**src/rtl/erl_pkg.sv**
```systemverilog
// Package for the event ring log: field widths, request and register codes,
// the entry and result item types, and the query filter function.
// Depends on nothing; every other file of the block imports it.
package erl_pkg;

   localparam int TIME_W     = 48;
   localparam int LEVEL_W    = 2;
   localparam int KIND_W     = 3;
   localparam int REQ_W      = 3;
   localparam int CNT_W      = 8;
   localparam int STAT_ID_W  = 4;
   localparam int CSR_IDX_W  = 3;
   localparam int NUM_LEVELS = 3;
   localparam int NUM_KIND_STATS = 5;

   // Request codes.
   localparam logic [REQ_W-1:0] REQ_RECORD  = 3'd0;
   localparam logic [REQ_W-1:0] REQ_QUERY   = 3'd1;
   localparam logic [REQ_W-1:0] REQ_RECENT  = 3'd2;
   localparam logic [REQ_W-1:0] REQ_SUMMARY = 3'd3;
   localparam logic [REQ_W-1:0] REQ_CLEAR   = 3'd4;

   // Register indexes.
   localparam logic [CSR_IDX_W-1:0] CSR_MIN_SEVERITY = 3'd0;
   localparam logic [CSR_IDX_W-1:0] CSR_CAT_FILTER_ON = 3'd1;
   localparam logic [CSR_IDX_W-1:0] CSR_CAT_SELECT   = 3'd2;
   localparam logic [CSR_IDX_W-1:0] CSR_WINDOW_START = 3'd3;
   localparam logic [CSR_IDX_W-1:0] CSR_WINDOW_END   = 3'd4;

   // Severity codes.
   localparam logic [LEVEL_W-1:0] LEVEL_INFO = 2'd0;
   localparam logic [LEVEL_W-1:0] LEVEL_WARN = 2'd1;
   localparam logic [LEVEL_W-1:0] LEVEL_CRIT = 2'd2;

   // Summary statistic identifiers.
   localparam logic [STAT_ID_W-1:0] STAT_TOTAL     = 4'd0;
   localparam logic [STAT_ID_W-1:0] STAT_INFO      = 4'd1;
   localparam logic [STAT_ID_W-1:0] STAT_WARN      = 4'd2;
   localparam logic [STAT_ID_W-1:0] STAT_CRIT      = 4'd3;
   localparam logic [STAT_ID_W-1:0] STAT_CRIT_TIME = 4'd4;
   localparam logic [STAT_ID_W-1:0] STAT_CAT0      = 4'd5;
   localparam logic [STAT_ID_W-1:0] STAT_CAT1      = 4'd6;
   localparam logic [STAT_ID_W-1:0] STAT_CAT2      = 4'd7;
   localparam logic [STAT_ID_W-1:0] STAT_CAT3      = 4'd8;
   localparam logic [STAT_ID_W-1:0] STAT_CAT4      = 4'd9;

   typedef struct packed {
      logic [TIME_W-1:0]  ts;
      logic [LEVEL_W-1:0] lvl;
      logic [KIND_W-1:0]  kind;
   } erl_entry_type;

   // Control from the sequencer to the chain of cells.
   typedef struct packed {
      logic shift;  // every cell takes its neighbor's entry
      logic load;   // the first cell takes the new event instead of the wrapped tap
   } erl_chain_ctl_type;

   typedef struct packed {
      logic [LEVEL_W-1:0] min_sev;
      logic               cat_on;
      logic [KIND_W-1:0]  cat_sel;
      logic [TIME_W-1:0]  win_start;
      logic [TIME_W-1:0]  win_end;
   } erl_cfg_type;

   typedef struct packed {
      erl_entry_type        ent;
      logic [STAT_ID_W-1:0] stat_id;
      logic [TIME_W-1:0]    stat_value;
      logic                 is_summary;
      logic                 is_empty;
      logic                 is_last;
   } erl_rsp_type;

   // True when an entry passes the configured query filter.
   function automatic logic erl_passes(input erl_entry_type e, input erl_cfg_type c);
      logic ok;
      ok = (e.lvl >= c.min_sev);
      if (c.cat_on && (e.kind != c.cat_sel)) ok = 1'b0;
      if ((c.win_start != '0) && (e.ts < c.win_start)) ok = 1'b0;
      if ((c.win_end != '0) && (e.ts > c.win_end)) ok = 1'b0;
      return ok;
   endfunction

   function automatic erl_rsp_type erl_entry_rsp(input erl_entry_type e, input logic last);
      erl_rsp_type r;
      r = '0;
      r.ent = e;
      r.is_last = last;
      return r;
   endfunction

   function automatic erl_rsp_type erl_empty_rsp();
      erl_rsp_type r;
      r = '0;
      r.is_empty = 1'b1;
      r.is_last = 1'b1;
      return r;
   endfunction

   function automatic erl_rsp_type erl_stat_rsp(input logic [STAT_ID_W-1:0] id,
                                                input logic [TIME_W-1:0] val);
      erl_rsp_type r;
      r = '0;
      r.stat_id = id;
      r.stat_value = val;
      r.is_summary = 1'b1;
      r.is_last = (id == STAT_CAT4);
      return r;
   endfunction

endpackage

```
**src/rtl/erl_if.sv**
```systemverilog
// Channel interfaces of the event ring log: request, result and register write.
// Depends on erl_pkg for the field widths.

interface erl_req_if import erl_pkg::*; ();
   logic               valid;
   logic               ready;
   logic [REQ_W-1:0]   req_type;
   logic [TIME_W-1:0]  event_time;
   logic [LEVEL_W-1:0] event_level;
   logic [KIND_W-1:0]  event_kind;
   logic [CNT_W-1:0]   recent_count;

   modport source (output valid, req_type, event_time, event_level, event_kind,
                   recent_count, input ready);
   modport sink   (input valid, req_type, event_time, event_level, event_kind,
                   recent_count, output ready);
endinterface

interface erl_rsp_if import erl_pkg::*; ();
   logic                 valid;
   logic                 ready;
   logic [TIME_W-1:0]    out_time;
   logic [LEVEL_W-1:0]   out_level;
   logic [KIND_W-1:0]    out_kind;
   logic [STAT_ID_W-1:0] stat_id;
   logic [TIME_W-1:0]    stat_value;
   logic                 is_summary;
   logic                 is_empty;
   logic                 is_last;

   modport source (output valid, out_time, out_level, out_kind, stat_id, stat_value,
                   is_summary, is_empty, is_last, input ready);
   modport sink   (input valid, out_time, out_level, out_kind, stat_id, stat_value,
                   is_summary, is_empty, is_last, output ready);
endinterface

interface erl_csr_if import erl_pkg::*; ();
   logic                 valid;
   logic                 ready;
   logic [CSR_IDX_W-1:0] index;
   logic [TIME_W-1:0]    wdata;

   modport source (output valid, index, wdata, input ready);
   modport sink   (input valid, index, wdata, output ready);
endinterface

```
**src/rtl/erl_cell.sv**
```systemverilog
// One storage cell of the log chain: holds one event entry.
// Depends on erl_pkg for the entry type.
module erl_cell
   import erl_pkg::*;
(
   input  logic          clock,
   input  logic          shift,
   input  erl_entry_type prev,
   output erl_entry_type entry
);

   erl_entry_type entry_ff;
   erl_entry_type entry_in;

   // Take the neighbor's entry when the chain moves.
   always_comb begin
      entry_in = shift ? prev : entry_ff;
   end

   always_ff @(posedge clock) begin
      entry_ff <= entry_in;
   end

   assign entry = entry_ff;

endmodule

```
**src/rtl/erl_chain.sv**
```systemverilog
// Row of DEPTH log cells. Cell 0 holds the newest entry; the last cell is the
// tap that wraps back to cell 0 while the log is rotated for a readout.
// Depends on erl_pkg and erl_cell.
module erl_chain
   import erl_pkg::*;
#(
   parameter int DEPTH = 64
) (
   input  logic              clock,
   input  erl_chain_ctl_type ctl,
   input  erl_entry_type     new_entry,
   output erl_entry_type     tap
);

   erl_entry_type cell_q [DEPTH];
   erl_entry_type head_d;

   // The first cell takes a new event on a record, else the wrapped tap.
   always_comb begin
      head_d = ctl.load ? new_entry : cell_q[DEPTH-1];
   end

   erl_cell u_cell_0 (
      .clock (clock),
      .shift (ctl.shift),
      .prev  (head_d),
      .entry (cell_q[0])
   );

   for (genvar g = 1; g < DEPTH; g++) begin : g_cell
      erl_cell u_cell (
         .clock (clock),
         .shift (ctl.shift),
         .prev  (cell_q[g-1]),
         .entry (cell_q[g])
      );
   end

   assign tap = cell_q[DEPTH-1];

endmodule

```
**src/rtl/event_ring_log_filtered_readout.sv**
```systemverilog
// Channel  Direction  Handshake          Payload
// req_bus  in         valid/ready        req_type, event_time, event_level, event_kind,
//                                        recent_count
// rsp_bus  out        valid/ready        out_time, out_level, out_kind, stat_id,
//                                        stat_value, is_summary, is_empty, is_last
// csr_bus  in         valid/ready        index, wdata (ready is always high)
//
// Record and clear items are taken back to back.
// Query, recent and summary items rotate the whole chain once after they are accepted:
// a scan over every cell, then the final result of a query or recent run, or the ten
// results of a summary.
// A full result register that is not taken holds the scan.
// Reset (synchronous, active high) empties the log and clears the registers.
// Depends on erl_pkg, erl_if and erl_chain.
module event_ring_log_filtered_readout
   import erl_pkg::*;
#(
   parameter int DEPTH = 64
) (
   input logic       clock,
   input logic       reset,
   erl_req_if.sink   req_bus,
   erl_rsp_if.source rsp_bus,
   erl_csr_if.sink   csr_bus
);

   localparam int K_W   = $clog2(DEPTH);
   localparam int OCC_W = $clog2(DEPTH + 1);

   typedef enum logic [1:0] {ST_IDLE, ST_SCAN, ST_FINISH, ST_SUMM} state_type;

   state_type            state_ff, state_in;
   logic [OCC_W-1:0]     occ_ff, occ_in;
   logic [K_W-1:0]       k_ff, k_in;
   logic [OCC_W-1:0]     lo_ff, lo_in;
   logic [REQ_W-1:0]     op_ff, op_in;
   erl_entry_type        pend_ff, pend_in;
   logic                 pend_valid_ff, pend_valid_in;
   logic [STAT_ID_W-1:0] sidx_ff, sidx_in;
   logic [OCC_W-1:0]     lvl_cnt_ff [NUM_LEVELS];
   logic [OCC_W-1:0]     lvl_cnt_in [NUM_LEVELS];
   logic [OCC_W-1:0]     kind_cnt_ff [NUM_KIND_STATS];
   logic [OCC_W-1:0]     kind_cnt_in [NUM_KIND_STATS];
   logic [TIME_W-1:0]    crit_max_ff, crit_max_in;
   erl_cfg_type          cfg_ff, cfg_in;
   erl_rsp_type          rsp_ff, rsp_in;
   logic                 rsp_valid_ff, rsp_valid_in;

   erl_chain_ctl_type    chain_ctl;
   erl_entry_type        new_entry;
   erl_entry_type        tap;
   logic                 can_load;
   logic                 in_range;
   logic                 take;
   logic                 req_fire;
   logic [OCC_W-1:0]     recent_eff;
   logic [TIME_W-1:0]    stat_val;

   erl_chain #(.DEPTH(DEPTH)) u_chain (
      .clock     (clock),
      .ctl       (chain_ctl),
      .new_entry (new_entry),
      .tap       (tap)
   );

   assign new_entry.ts   = req_bus.event_time;
   assign new_entry.lvl  = req_bus.event_level;
   assign new_entry.kind = req_bus.event_kind;

   assign req_bus.ready = (state_ff == ST_IDLE);
   assign csr_bus.ready = 1'b1;
   assign req_fire      = req_bus.valid && (state_ff == ST_IDLE);

   // The result register may be loaded when it is empty or drains this cycle.
   assign can_load = !rsp_valid_ff || rsp_bus.ready;

   // After k rotation steps the tap holds age position k - (DEPTH - occupancy).
   assign in_range = (OCC_W'(k_ff) >= lo_ff);
   assign take     = in_range && ((op_ff != REQ_QUERY) || erl_passes(tap, cfg_ff));

   // A recent count above occupancy returns every entry.
   assign recent_eff = (req_bus.recent_count > CNT_W'(occ_ff)) ? occ_ff
                                                               : OCC_W'(req_bus.recent_count);

   // Statistic selected for the current summary result.
   always_comb begin
      unique case (sidx_ff)
         STAT_TOTAL:     stat_val = TIME_W'(occ_ff);
         STAT_INFO:      stat_val = TIME_W'(lvl_cnt_ff[0]);
         STAT_WARN:      stat_val = TIME_W'(lvl_cnt_ff[1]);
         STAT_CRIT:      stat_val = TIME_W'(lvl_cnt_ff[2]);
         STAT_CRIT_TIME: stat_val = crit_max_ff;
         STAT_CAT0:      stat_val = TIME_W'(kind_cnt_ff[0]);
         STAT_CAT1:      stat_val = TIME_W'(kind_cnt_ff[1]);
         STAT_CAT2:      stat_val = TIME_W'(kind_cnt_ff[2]);
         STAT_CAT3:      stat_val = TIME_W'(kind_cnt_ff[3]);
         STAT_CAT4:      stat_val = TIME_W'(kind_cnt_ff[4]);
         default:        stat_val = '0;
      endcase
   end

   // Sequencer: next state of control, counters, result register and config.
   always_comb begin
      state_in      = state_ff;
      occ_in        = occ_ff;
      k_in          = k_ff;
      lo_in         = lo_ff;
      op_in         = op_ff;
      pend_in       = pend_ff;
      pend_valid_in = pend_valid_ff;
      sidx_in       = sidx_ff;
      lvl_cnt_in    = lvl_cnt_ff;
      kind_cnt_in   = kind_cnt_ff;
      crit_max_in   = crit_max_ff;
      cfg_in        = cfg_ff;
      rsp_in        = rsp_ff;
      rsp_valid_in  = rsp_valid_ff && !rsp_bus.ready;
      chain_ctl     = '0;

      // Register writes; indexes beyond the list are dropped.
      if (csr_bus.valid) begin
         unique case (csr_bus.index)
            CSR_MIN_SEVERITY:  cfg_in.min_sev   = csr_bus.wdata[LEVEL_W-1:0];
            CSR_CAT_FILTER_ON: cfg_in.cat_on    = csr_bus.wdata[0];
            CSR_CAT_SELECT:    cfg_in.cat_sel   = csr_bus.wdata[KIND_W-1:0];
            CSR_WINDOW_START:  cfg_in.win_start = csr_bus.wdata;
            CSR_WINDOW_END:    cfg_in.win_end   = csr_bus.wdata;
            default: ;
         endcase
      end

      unique case (state_ff)
         ST_IDLE: begin
            if (req_fire) begin
               unique case (req_bus.req_type)
                  REQ_RECORD: begin
                     chain_ctl.shift = 1'b1;
                     chain_ctl.load  = 1'b1;
                     if (occ_ff != OCC_W'(DEPTH)) occ_in = occ_ff + 1'b1;
                  end
                  REQ_QUERY, REQ_RECENT, REQ_SUMMARY: begin
                     op_in         = req_bus.req_type;
                     k_in          = '0;
                     pend_valid_in = 1'b0;
                     sidx_in       = '0;
                     crit_max_in   = '0;
                     for (int j = 0; j < NUM_LEVELS; j++) lvl_cnt_in[j] = '0;
                     for (int j = 0; j < NUM_KIND_STATS; j++) kind_cnt_in[j] = '0;
                     if (req_bus.req_type == REQ_RECENT) begin
                        lo_in = OCC_W'(DEPTH) - recent_eff;
                     end else begin
                        lo_in = OCC_W'(DEPTH) - occ_ff;
                     end
                     state_in = ST_SCAN;
                  end
                  REQ_CLEAR: occ_in = '0;
                  default: ;
               endcase
            end
         end

         ST_SCAN: begin
            if (can_load) begin
               chain_ctl.shift = 1'b1;
               if (op_ff == REQ_SUMMARY) begin
                  // Gather statistics over stored entries only.
                  if (in_range) begin
                     for (int j = 0; j < NUM_LEVELS; j++) begin
                        if (tap.lvl == LEVEL_W'(j)) lvl_cnt_in[j] = lvl_cnt_ff[j] + 1'b1;
                     end
                     for (int j = 0; j < NUM_KIND_STATS; j++) begin
                        if (tap.kind == KIND_W'(j)) kind_cnt_in[j] = kind_cnt_ff[j] + 1'b1;
                     end
                     if ((tap.lvl == LEVEL_CRIT) && (tap.ts > crit_max_ff)) begin
                        crit_max_in = tap.ts;
                     end
                  end
               end else if (take) begin
                  // Hold back one entry so the final one can carry is_last.
                  if (pend_valid_ff) begin
                     rsp_in       = erl_entry_rsp(pend_ff, 1'b0);
                     rsp_valid_in = 1'b1;
                  end
                  pend_in       = tap;
                  pend_valid_in = 1'b1;
               end
               if (k_ff == K_W'(DEPTH - 1)) begin
                  k_in     = '0;
                  state_in = (op_ff == REQ_SUMMARY) ? ST_SUMM : ST_FINISH;
               end else begin
                  k_in = k_ff + 1'b1;
               end
            end
         end

         ST_FINISH: begin
            if (can_load) begin
               rsp_in        = pend_valid_ff ? erl_entry_rsp(pend_ff, 1'b1) : erl_empty_rsp();
               rsp_valid_in  = 1'b1;
               pend_valid_in = 1'b0;
               state_in      = ST_IDLE;
            end
         end

         ST_SUMM: begin
            if (can_load) begin
               rsp_in       = erl_stat_rsp(sidx_ff, stat_val);
               rsp_valid_in = 1'b1;
               if (sidx_ff == STAT_CAT4) begin
                  sidx_in  = '0;
                  state_in = ST_IDLE;
               end else begin
                  sidx_in = sidx_ff + 1'b1;
               end
            end
         end

         default: state_in = ST_IDLE;
      endcase
   end

   always_ff @(posedge clock) begin
      if (reset) begin
         state_ff      <= ST_IDLE;
         occ_ff        <= '0;
         k_ff          <= '0;
         pend_valid_ff <= 1'b0;
         sidx_ff       <= '0;
         cfg_ff        <= '0;
         rsp_valid_ff  <= 1'b0;
      end else begin
         state_ff      <= state_in;
         occ_ff        <= occ_in;
         k_ff          <= k_in;
         pend_valid_ff <= pend_valid_in;
         sidx_ff       <= sidx_in;
         cfg_ff        <= cfg_in;
         rsp_valid_ff  <= rsp_valid_in;
      end
   end

   // Payload registers need no reset.
   always_ff @(posedge clock) begin
      lo_ff       <= lo_in;
      op_ff       <= op_in;
      pend_ff     <= pend_in;
      lvl_cnt_ff  <= lvl_cnt_in;
      kind_cnt_ff <= kind_cnt_in;
      crit_max_ff <= crit_max_in;
      rsp_ff      <= rsp_in;
   end

   assign rsp_bus.valid      = rsp_valid_ff;
   assign rsp_bus.out_time   = rsp_ff.ent.ts;
   assign rsp_bus.out_level  = rsp_ff.ent.lvl;
   assign rsp_bus.out_kind   = rsp_ff.ent.kind;
   assign rsp_bus.stat_id    = rsp_ff.stat_id;
   assign rsp_bus.stat_value = rsp_ff.stat_value;
   assign rsp_bus.is_summary = rsp_ff.is_summary;
   assign rsp_bus.is_empty   = rsp_ff.is_empty;
   assign rsp_bus.is_last    = rsp_ff.is_last;

   // Occupancy never exceeds the log depth.
   a_occ_bound: assert property (@(posedge clock) disable iff (reset)
      occ_ff <= OCC_W'(DEPTH))
      else $error("occupancy above depth");

   // The rotation counter rests at zero outside a scan, so the chain is back in order.
   a_k_rest: assert property (@(posedge clock) disable iff (reset)
      state_ff != ST_SCAN |-> k_ff == '0)
      else $error("rotation counter not at rest");

   // An empty result is always the single, final entry result of its run.
   a_empty_last: assert property (@(posedge clock) disable iff (reset)
      rsp_valid_ff && rsp_ff.is_empty |-> rsp_ff.is_last && !rsp_ff.is_summary)
      else $error("empty result not final");

   // A record into a log that is not full grows it by one.
   a_record_grow: assert property (@(posedge clock) disable iff (reset)
      req_fire && (req_bus.req_type == REQ_RECORD) && (occ_ff != OCC_W'(DEPTH))
      |=> occ_ff == $past(occ_ff) + 1'b1)
      else $error("record did not grow occupancy");

endmodule

```
**src/flat_wrapper.sv**
```systemverilog
// flat-port wrapper written by rule: the top's interface ports become plain ports
module event_ring_log_filtered_readout_flat import erl_pkg::*;
#(
   parameter int DEPTH = 64
)
  (clock, reset, req_bus_valid, req_bus_req_type, req_bus_event_time, req_bus_event_level, req_bus_event_kind, req_bus_recent_count, req_bus_ready, rsp_bus_valid, rsp_bus_out_time, rsp_bus_out_level, rsp_bus_out_kind, rsp_bus_stat_id, rsp_bus_stat_value, rsp_bus_is_summary, rsp_bus_is_empty, rsp_bus_is_last, rsp_bus_ready, csr_bus_valid, csr_bus_index, csr_bus_wdata, csr_bus_ready);
  erl_req_if req_bus_i ();
  erl_rsp_if rsp_bus_i ();
  erl_csr_if csr_bus_i ();
  input logic clock;
  input logic reset;
  input wire logic [$bits(req_bus_i.valid)-1:0] req_bus_valid;
  input wire logic [$bits(req_bus_i.req_type)-1:0] req_bus_req_type;
  input wire logic [$bits(req_bus_i.event_time)-1:0] req_bus_event_time;
  input wire logic [$bits(req_bus_i.event_level)-1:0] req_bus_event_level;
  input wire logic [$bits(req_bus_i.event_kind)-1:0] req_bus_event_kind;
  input wire logic [$bits(req_bus_i.recent_count)-1:0] req_bus_recent_count;
  output wire logic [$bits(req_bus_i.ready)-1:0] req_bus_ready;
  output wire logic [$bits(rsp_bus_i.valid)-1:0] rsp_bus_valid;
  output wire logic [$bits(rsp_bus_i.out_time)-1:0] rsp_bus_out_time;
  output wire logic [$bits(rsp_bus_i.out_level)-1:0] rsp_bus_out_level;
  output wire logic [$bits(rsp_bus_i.out_kind)-1:0] rsp_bus_out_kind;
  output wire logic [$bits(rsp_bus_i.stat_id)-1:0] rsp_bus_stat_id;
  output wire logic [$bits(rsp_bus_i.stat_value)-1:0] rsp_bus_stat_value;
  output wire logic [$bits(rsp_bus_i.is_summary)-1:0] rsp_bus_is_summary;
  output wire logic [$bits(rsp_bus_i.is_empty)-1:0] rsp_bus_is_empty;
  output wire logic [$bits(rsp_bus_i.is_last)-1:0] rsp_bus_is_last;
  input wire logic [$bits(rsp_bus_i.ready)-1:0] rsp_bus_ready;
  input wire logic [$bits(csr_bus_i.valid)-1:0] csr_bus_valid;
  input wire logic [$bits(csr_bus_i.index)-1:0] csr_bus_index;
  input wire logic [$bits(csr_bus_i.wdata)-1:0] csr_bus_wdata;
  output wire logic [$bits(csr_bus_i.ready)-1:0] csr_bus_ready;
  assign req_bus_i.valid = req_bus_valid;
  assign req_bus_i.req_type = req_bus_req_type;
  assign req_bus_i.event_time = req_bus_event_time;
  assign req_bus_i.event_level = req_bus_event_level;
  assign req_bus_i.event_kind = req_bus_event_kind;
  assign req_bus_i.recent_count = req_bus_recent_count;
  assign req_bus_ready = req_bus_i.ready;
  assign rsp_bus_valid = rsp_bus_i.valid;
  assign rsp_bus_out_time = rsp_bus_i.out_time;
  assign rsp_bus_out_level = rsp_bus_i.out_level;
  assign rsp_bus_out_kind = rsp_bus_i.out_kind;
  assign rsp_bus_stat_id = rsp_bus_i.stat_id;
  assign rsp_bus_stat_value = rsp_bus_i.stat_value;
  assign rsp_bus_is_summary = rsp_bus_i.is_summary;
  assign rsp_bus_is_empty = rsp_bus_i.is_empty;
  assign rsp_bus_is_last = rsp_bus_i.is_last;
  assign rsp_bus_i.ready = rsp_bus_ready;
  assign csr_bus_i.valid = csr_bus_valid;
  assign csr_bus_i.index = csr_bus_index;
  assign csr_bus_i.wdata = csr_bus_wdata;
  assign csr_bus_ready = csr_bus_i.ready;
  event_ring_log_filtered_readout #(.DEPTH(DEPTH)) u_core (.clock(clock), .reset(reset), .req_bus(req_bus_i), .rsp_bus(rsp_bus_i), .csr_bus(csr_bus_i));
endmodule
```
**config.mk**
```make
export PLATFORM = sky130hd
export DESIGN_NAME = event_ring_log_filtered_readout_flat
export DESIGN_NICKNAME = d
export VERILOG_FILES = /design/src/rtl/erl_pkg.sv /design/src/rtl/erl_if.sv /design/src/rtl/erl_cell.sv /design/src/rtl/erl_chain.sv /design/src/rtl/event_ring_log_filtered_readout.sv /design/src/flat_wrapper.sv
export SDC_FILE = /design/constraint.sdc
export NUM_CORES = 2
export LEC_CHECK = 0
export BUFFER_PORTS_ARGS = -buffer_cell sky130_fd_sc_hd__buf_2
export CAP_MARGIN = 20
export CORE_UTILIZATION = 50
export CTS_CLUSTER_SIZE = 16
export DETAILED_ROUTE_END_ITERATION = 8
export PLACE_DENSITY = 0.68
export SLEW_MARGIN = 10
export SYNTH_ARGS = -nofsm -noshare
export SYNTH_HDL_FRONTEND = slang
export SYNTH_HIERARCHICAL = 1
export SYNTH_SLANG_ARGS = --single-unit
```
**constraint.sdc**
```tcl
create_clock -name clock -period 266.6 [get_ports clock]
set_clock_uncertainty 0.2 [all_clocks]
set_input_delay 39.99 -clock clock [delete_from_list [all_inputs] [get_ports clock]]
set_output_delay 39.99 -clock clock [all_outputs]
set_load 0.01 [all_outputs]
```
==> metrics.txt <==
status=completed; fraction of layout cells with a size suffix above 1=14.6%; hpwl dp=117000 um; Hold Buf Count CTS=0; Total Wirelength=202000 um; CP max stage cell=buf_4; final-report hold violation count=0; Setup crit start kind=input port; DR iter-0 viols=4870; Avg Cell Area, Syn=22.7 sq um; DRC viols=0; f_max=21.8 MHz; DP Area=128000 sq um; CP Data Arrival Time=46.18 ns; Final min period=45.83 ns; Row Count=181; #FFs+latches synth=3790; CP Cell Sequence=buf_2, nor2_1, nand3_1, o21ai_4, buf_4, buf_4, buf_4, buf_12, buf_4, buf_4; Largest stage delay, worst path=0.96 ns; Total GRT Usage=16.2%; global-route wire length before repair=296000 um; non-filler cells, final=9527; CTS Buffer Depth=4; Core Box Area=244000 sq um; Starting Density=50.4%; fraction of registers with async set/reset=0%; Fin Setup TNS=0 ns; GRT overflow=0; top post-synthesis cells by area=edfxtp_1 90%, dfxtp_1 2.0%, ha_1 1.7%; Main synth FF type=edfxtp_1; antenna viol nets, final=0; number of global-route vias before repair=47134; Seq/Total Area, Yosys=91.6%; PD cells=8.70 nW/um^2; Warnings, synthesis=6; share of the clock period used by the worst path=17.2%; EDFF count, synth=3667; dominant cell type by area after synthesis=edfxtp_1; PortBufs=229; CTS clk-pin slew, worst paths=0.06 ns; setup repair after global routing missed its margin=no; syn nets=5692; Post-CTS Setup Inserts=0; Via density=5.09; CP dominant cell by count=buf_4; nets=6300; Hold Slack=0.161 ns; HP Class=reg2reg; post-synth cell types=77; Worst Max-Slew Pin Slew=1.22 ns; relative slew slack=18.7%; Worst setup EP type=flop; initial antenna violation count=99; PostCTS Resize Cnt=0; Setup violations, final=0; CP Class=in2reg; clock sinks=3790; CTS Buf Count=371; top cell type's share of synthesized area=89.6%; final worst setup slack=220.77 ns; placed cell count=8836; leak pwr=43.2 nW; Via Count=48486; final instance area=140000 sq um; WL per Instance=21.2 um; H-tree levels=5; die width=498 um; Root Driver=clkbuf_16; CTS tree=yes; Commonest cells post-synth=3667 x edfxtp_1, 249 x nand2_1, 182 x a21oi_1, 170 x ha_1, 170 x inv_1; Syn Inst Count=5402; clock latency on the worst-skew pair=0.96 ns; VDD IR max=0.00000541 V; CP Data Required Time=266.94 ns; total of max-cap violations=0; die height=498 um; Max Slew Vio Count=0; most frequent cell after synthesis=edfxtp_1; dpl ws=219.84 ns; Pwr Total=1.22 mW; largest net degree at the start of global routing=219; die area=248000 sq um; RePlAce Congestion=0.875; TritonRoute pass-1 iters=6; Layout Area Growth over Synthesis=14.2%; I/O pin count=231; maximum fanout along the worst path=180; final core utilization=57.6%; mapped cell area=123000 sq um
cell families after synthesis:
kind of cell | after synthesis | share of synthesized area, %
flip-flops | 3790 | 91.6
AND/OR/NAND/NOR | 726 | 2.92
AO/OA/AOI/OAI | 334 | 1.62
buffers and inverters | 251 | 0.852
adder cells (fa/ha/maj) | 170 | 1.73
multiplexers | 80 | 0.876
XOR/XNOR | 50 | 0.369
other | 1 | 0.00305
sequential cells by signal (all words and copies together), names as in the netlist, 21 cells and up:
name,flops
u_core/lvl_cnt_ff,21
u_core/rsp_bus.out_time,48
u_core/u_chain/u_cell_0/entry,53
u_core/pend_ff,53
u_core/u_chain/g_cell.u_cell/entry,3339
u_core/kind_cnt_ff,35
u_core/cfg_ff,102
u_core/crit_max_ff,48
u_core/rsp_bus.stat_value,48
path summary, 6_finish.rpt:
check / cells past startpoint / from / end / slack [ns]
worst max-delay path: 10 / req_bus_req_type[0] / u_core/u_chain/g_cell[54].u_cell/entry[17] / 220.77
worst min-delay path: 0 / u_core/u_chain/g_cell[54].u_cell/entry[32] / u_core/u_chain/g_cell[55].u_cell/entry[32] / 0.16
worst max register to register: 11 / u_core/state_ff[0] / u_core/u_chain/g_cell[54].u_cell/entry[17] / 258.52
worst min register to register: 0 / u_core/u_chain/g_cell[54].u_cell/entry[32] / u_core/u_chain/g_cell[55].u_cell/entry[32] / 0.16
worst max-delay path: cells and delay by family:
family	cells	cell delay, ns
buffers and inverters	7	4.99
AOI/OAI and AO/OA	1	0.25
and+or+nand+nor	2	0.42
per-layer routing:
| metal | part of all wire, % | track usage [%] | routed length, um | vias to the layer above |
|---|---|---|---|---|
| met2 | 45 | 23.7 | 90800 | 1482 |
| met4 | 4.7 | 8.20 | 9410 | 20 |
| met5 | 0.066 | 0 | 133 | - |
| met3 | 6.5 | 3.31 | 13100 | 486 |
| li1 | - | - | - | 22271 |
| met1 | 44 | 23.2 | 88200 | 24227 |
final cells by class:
| class | instances | area [sq um] |
|---|---|---|
| Sequential cell | 3790 | 113000 |
| Fill cell | 17211 | 103000 |
| Clock buffer | 437 | 9700 |
| Multi-Input combinational cell | 1361 | 9310 |
| Tap cell | 3202 | 4010 |
| Clock inverter | 219 | 2110 |
| Timing Repair Buffer | 315 | 1950 |
| Inverter | 171 | 642 |
| Antenna cell | 32 | 80.1 |
power breakdown:
| part | internal (mW) | leakage, nW | switching (mW) |
|---|---|---|---|
| Combinational | 0.00466 | 5.31 | 0.0210 |
| Clock | 0.298 | 5.76 | 0.208 |
| Sequential | 0.682 | 32.1 | 0.00688 |
| Total | 0.985 | 43.2 | 0.236 |
placed cells by master (no fill, tap or decap), types with 15 or more instances in the layout:
cell type | Yosys | layout
inv_1 | 170 | 170
edfxtp_1 | 3667 | 3667
mux2_4 | 50 | 50
clkbuf_1 | 57 | 55
clkinv_1 | 0 | 91
nor3_1 | 19 | 19
clkinv_2 | 0 | 60
clkbuf_16 | 0 | 376
diode_2 | 0 | 32
and3_1 | 15 | 15
o21ai_0 | 50 | 49
nand4_1 | 39 | 39
ha_1 | 170 | 170
xor2_1 | 23 | 23
nor2b_1 | 19 | 19
mux2i_1 | 19 | 19
bufinv_16 | 0 | 41
nor4_1 | 30 | 29
and2_1 | 152 | 152
nand3_1 | 41 | 41
a21o_1 | 15 | 15
nor2_1 | 123 | 120
buf_2 | 4 | 228
nand2_1 | 249 | 249
xnor2_1 | 25 | 25
dfxtp_1 | 123 | 123
buf_4 | 1 | 76
a21oi_1 | 182 | 182
Power figures use the tool's default switching activity.
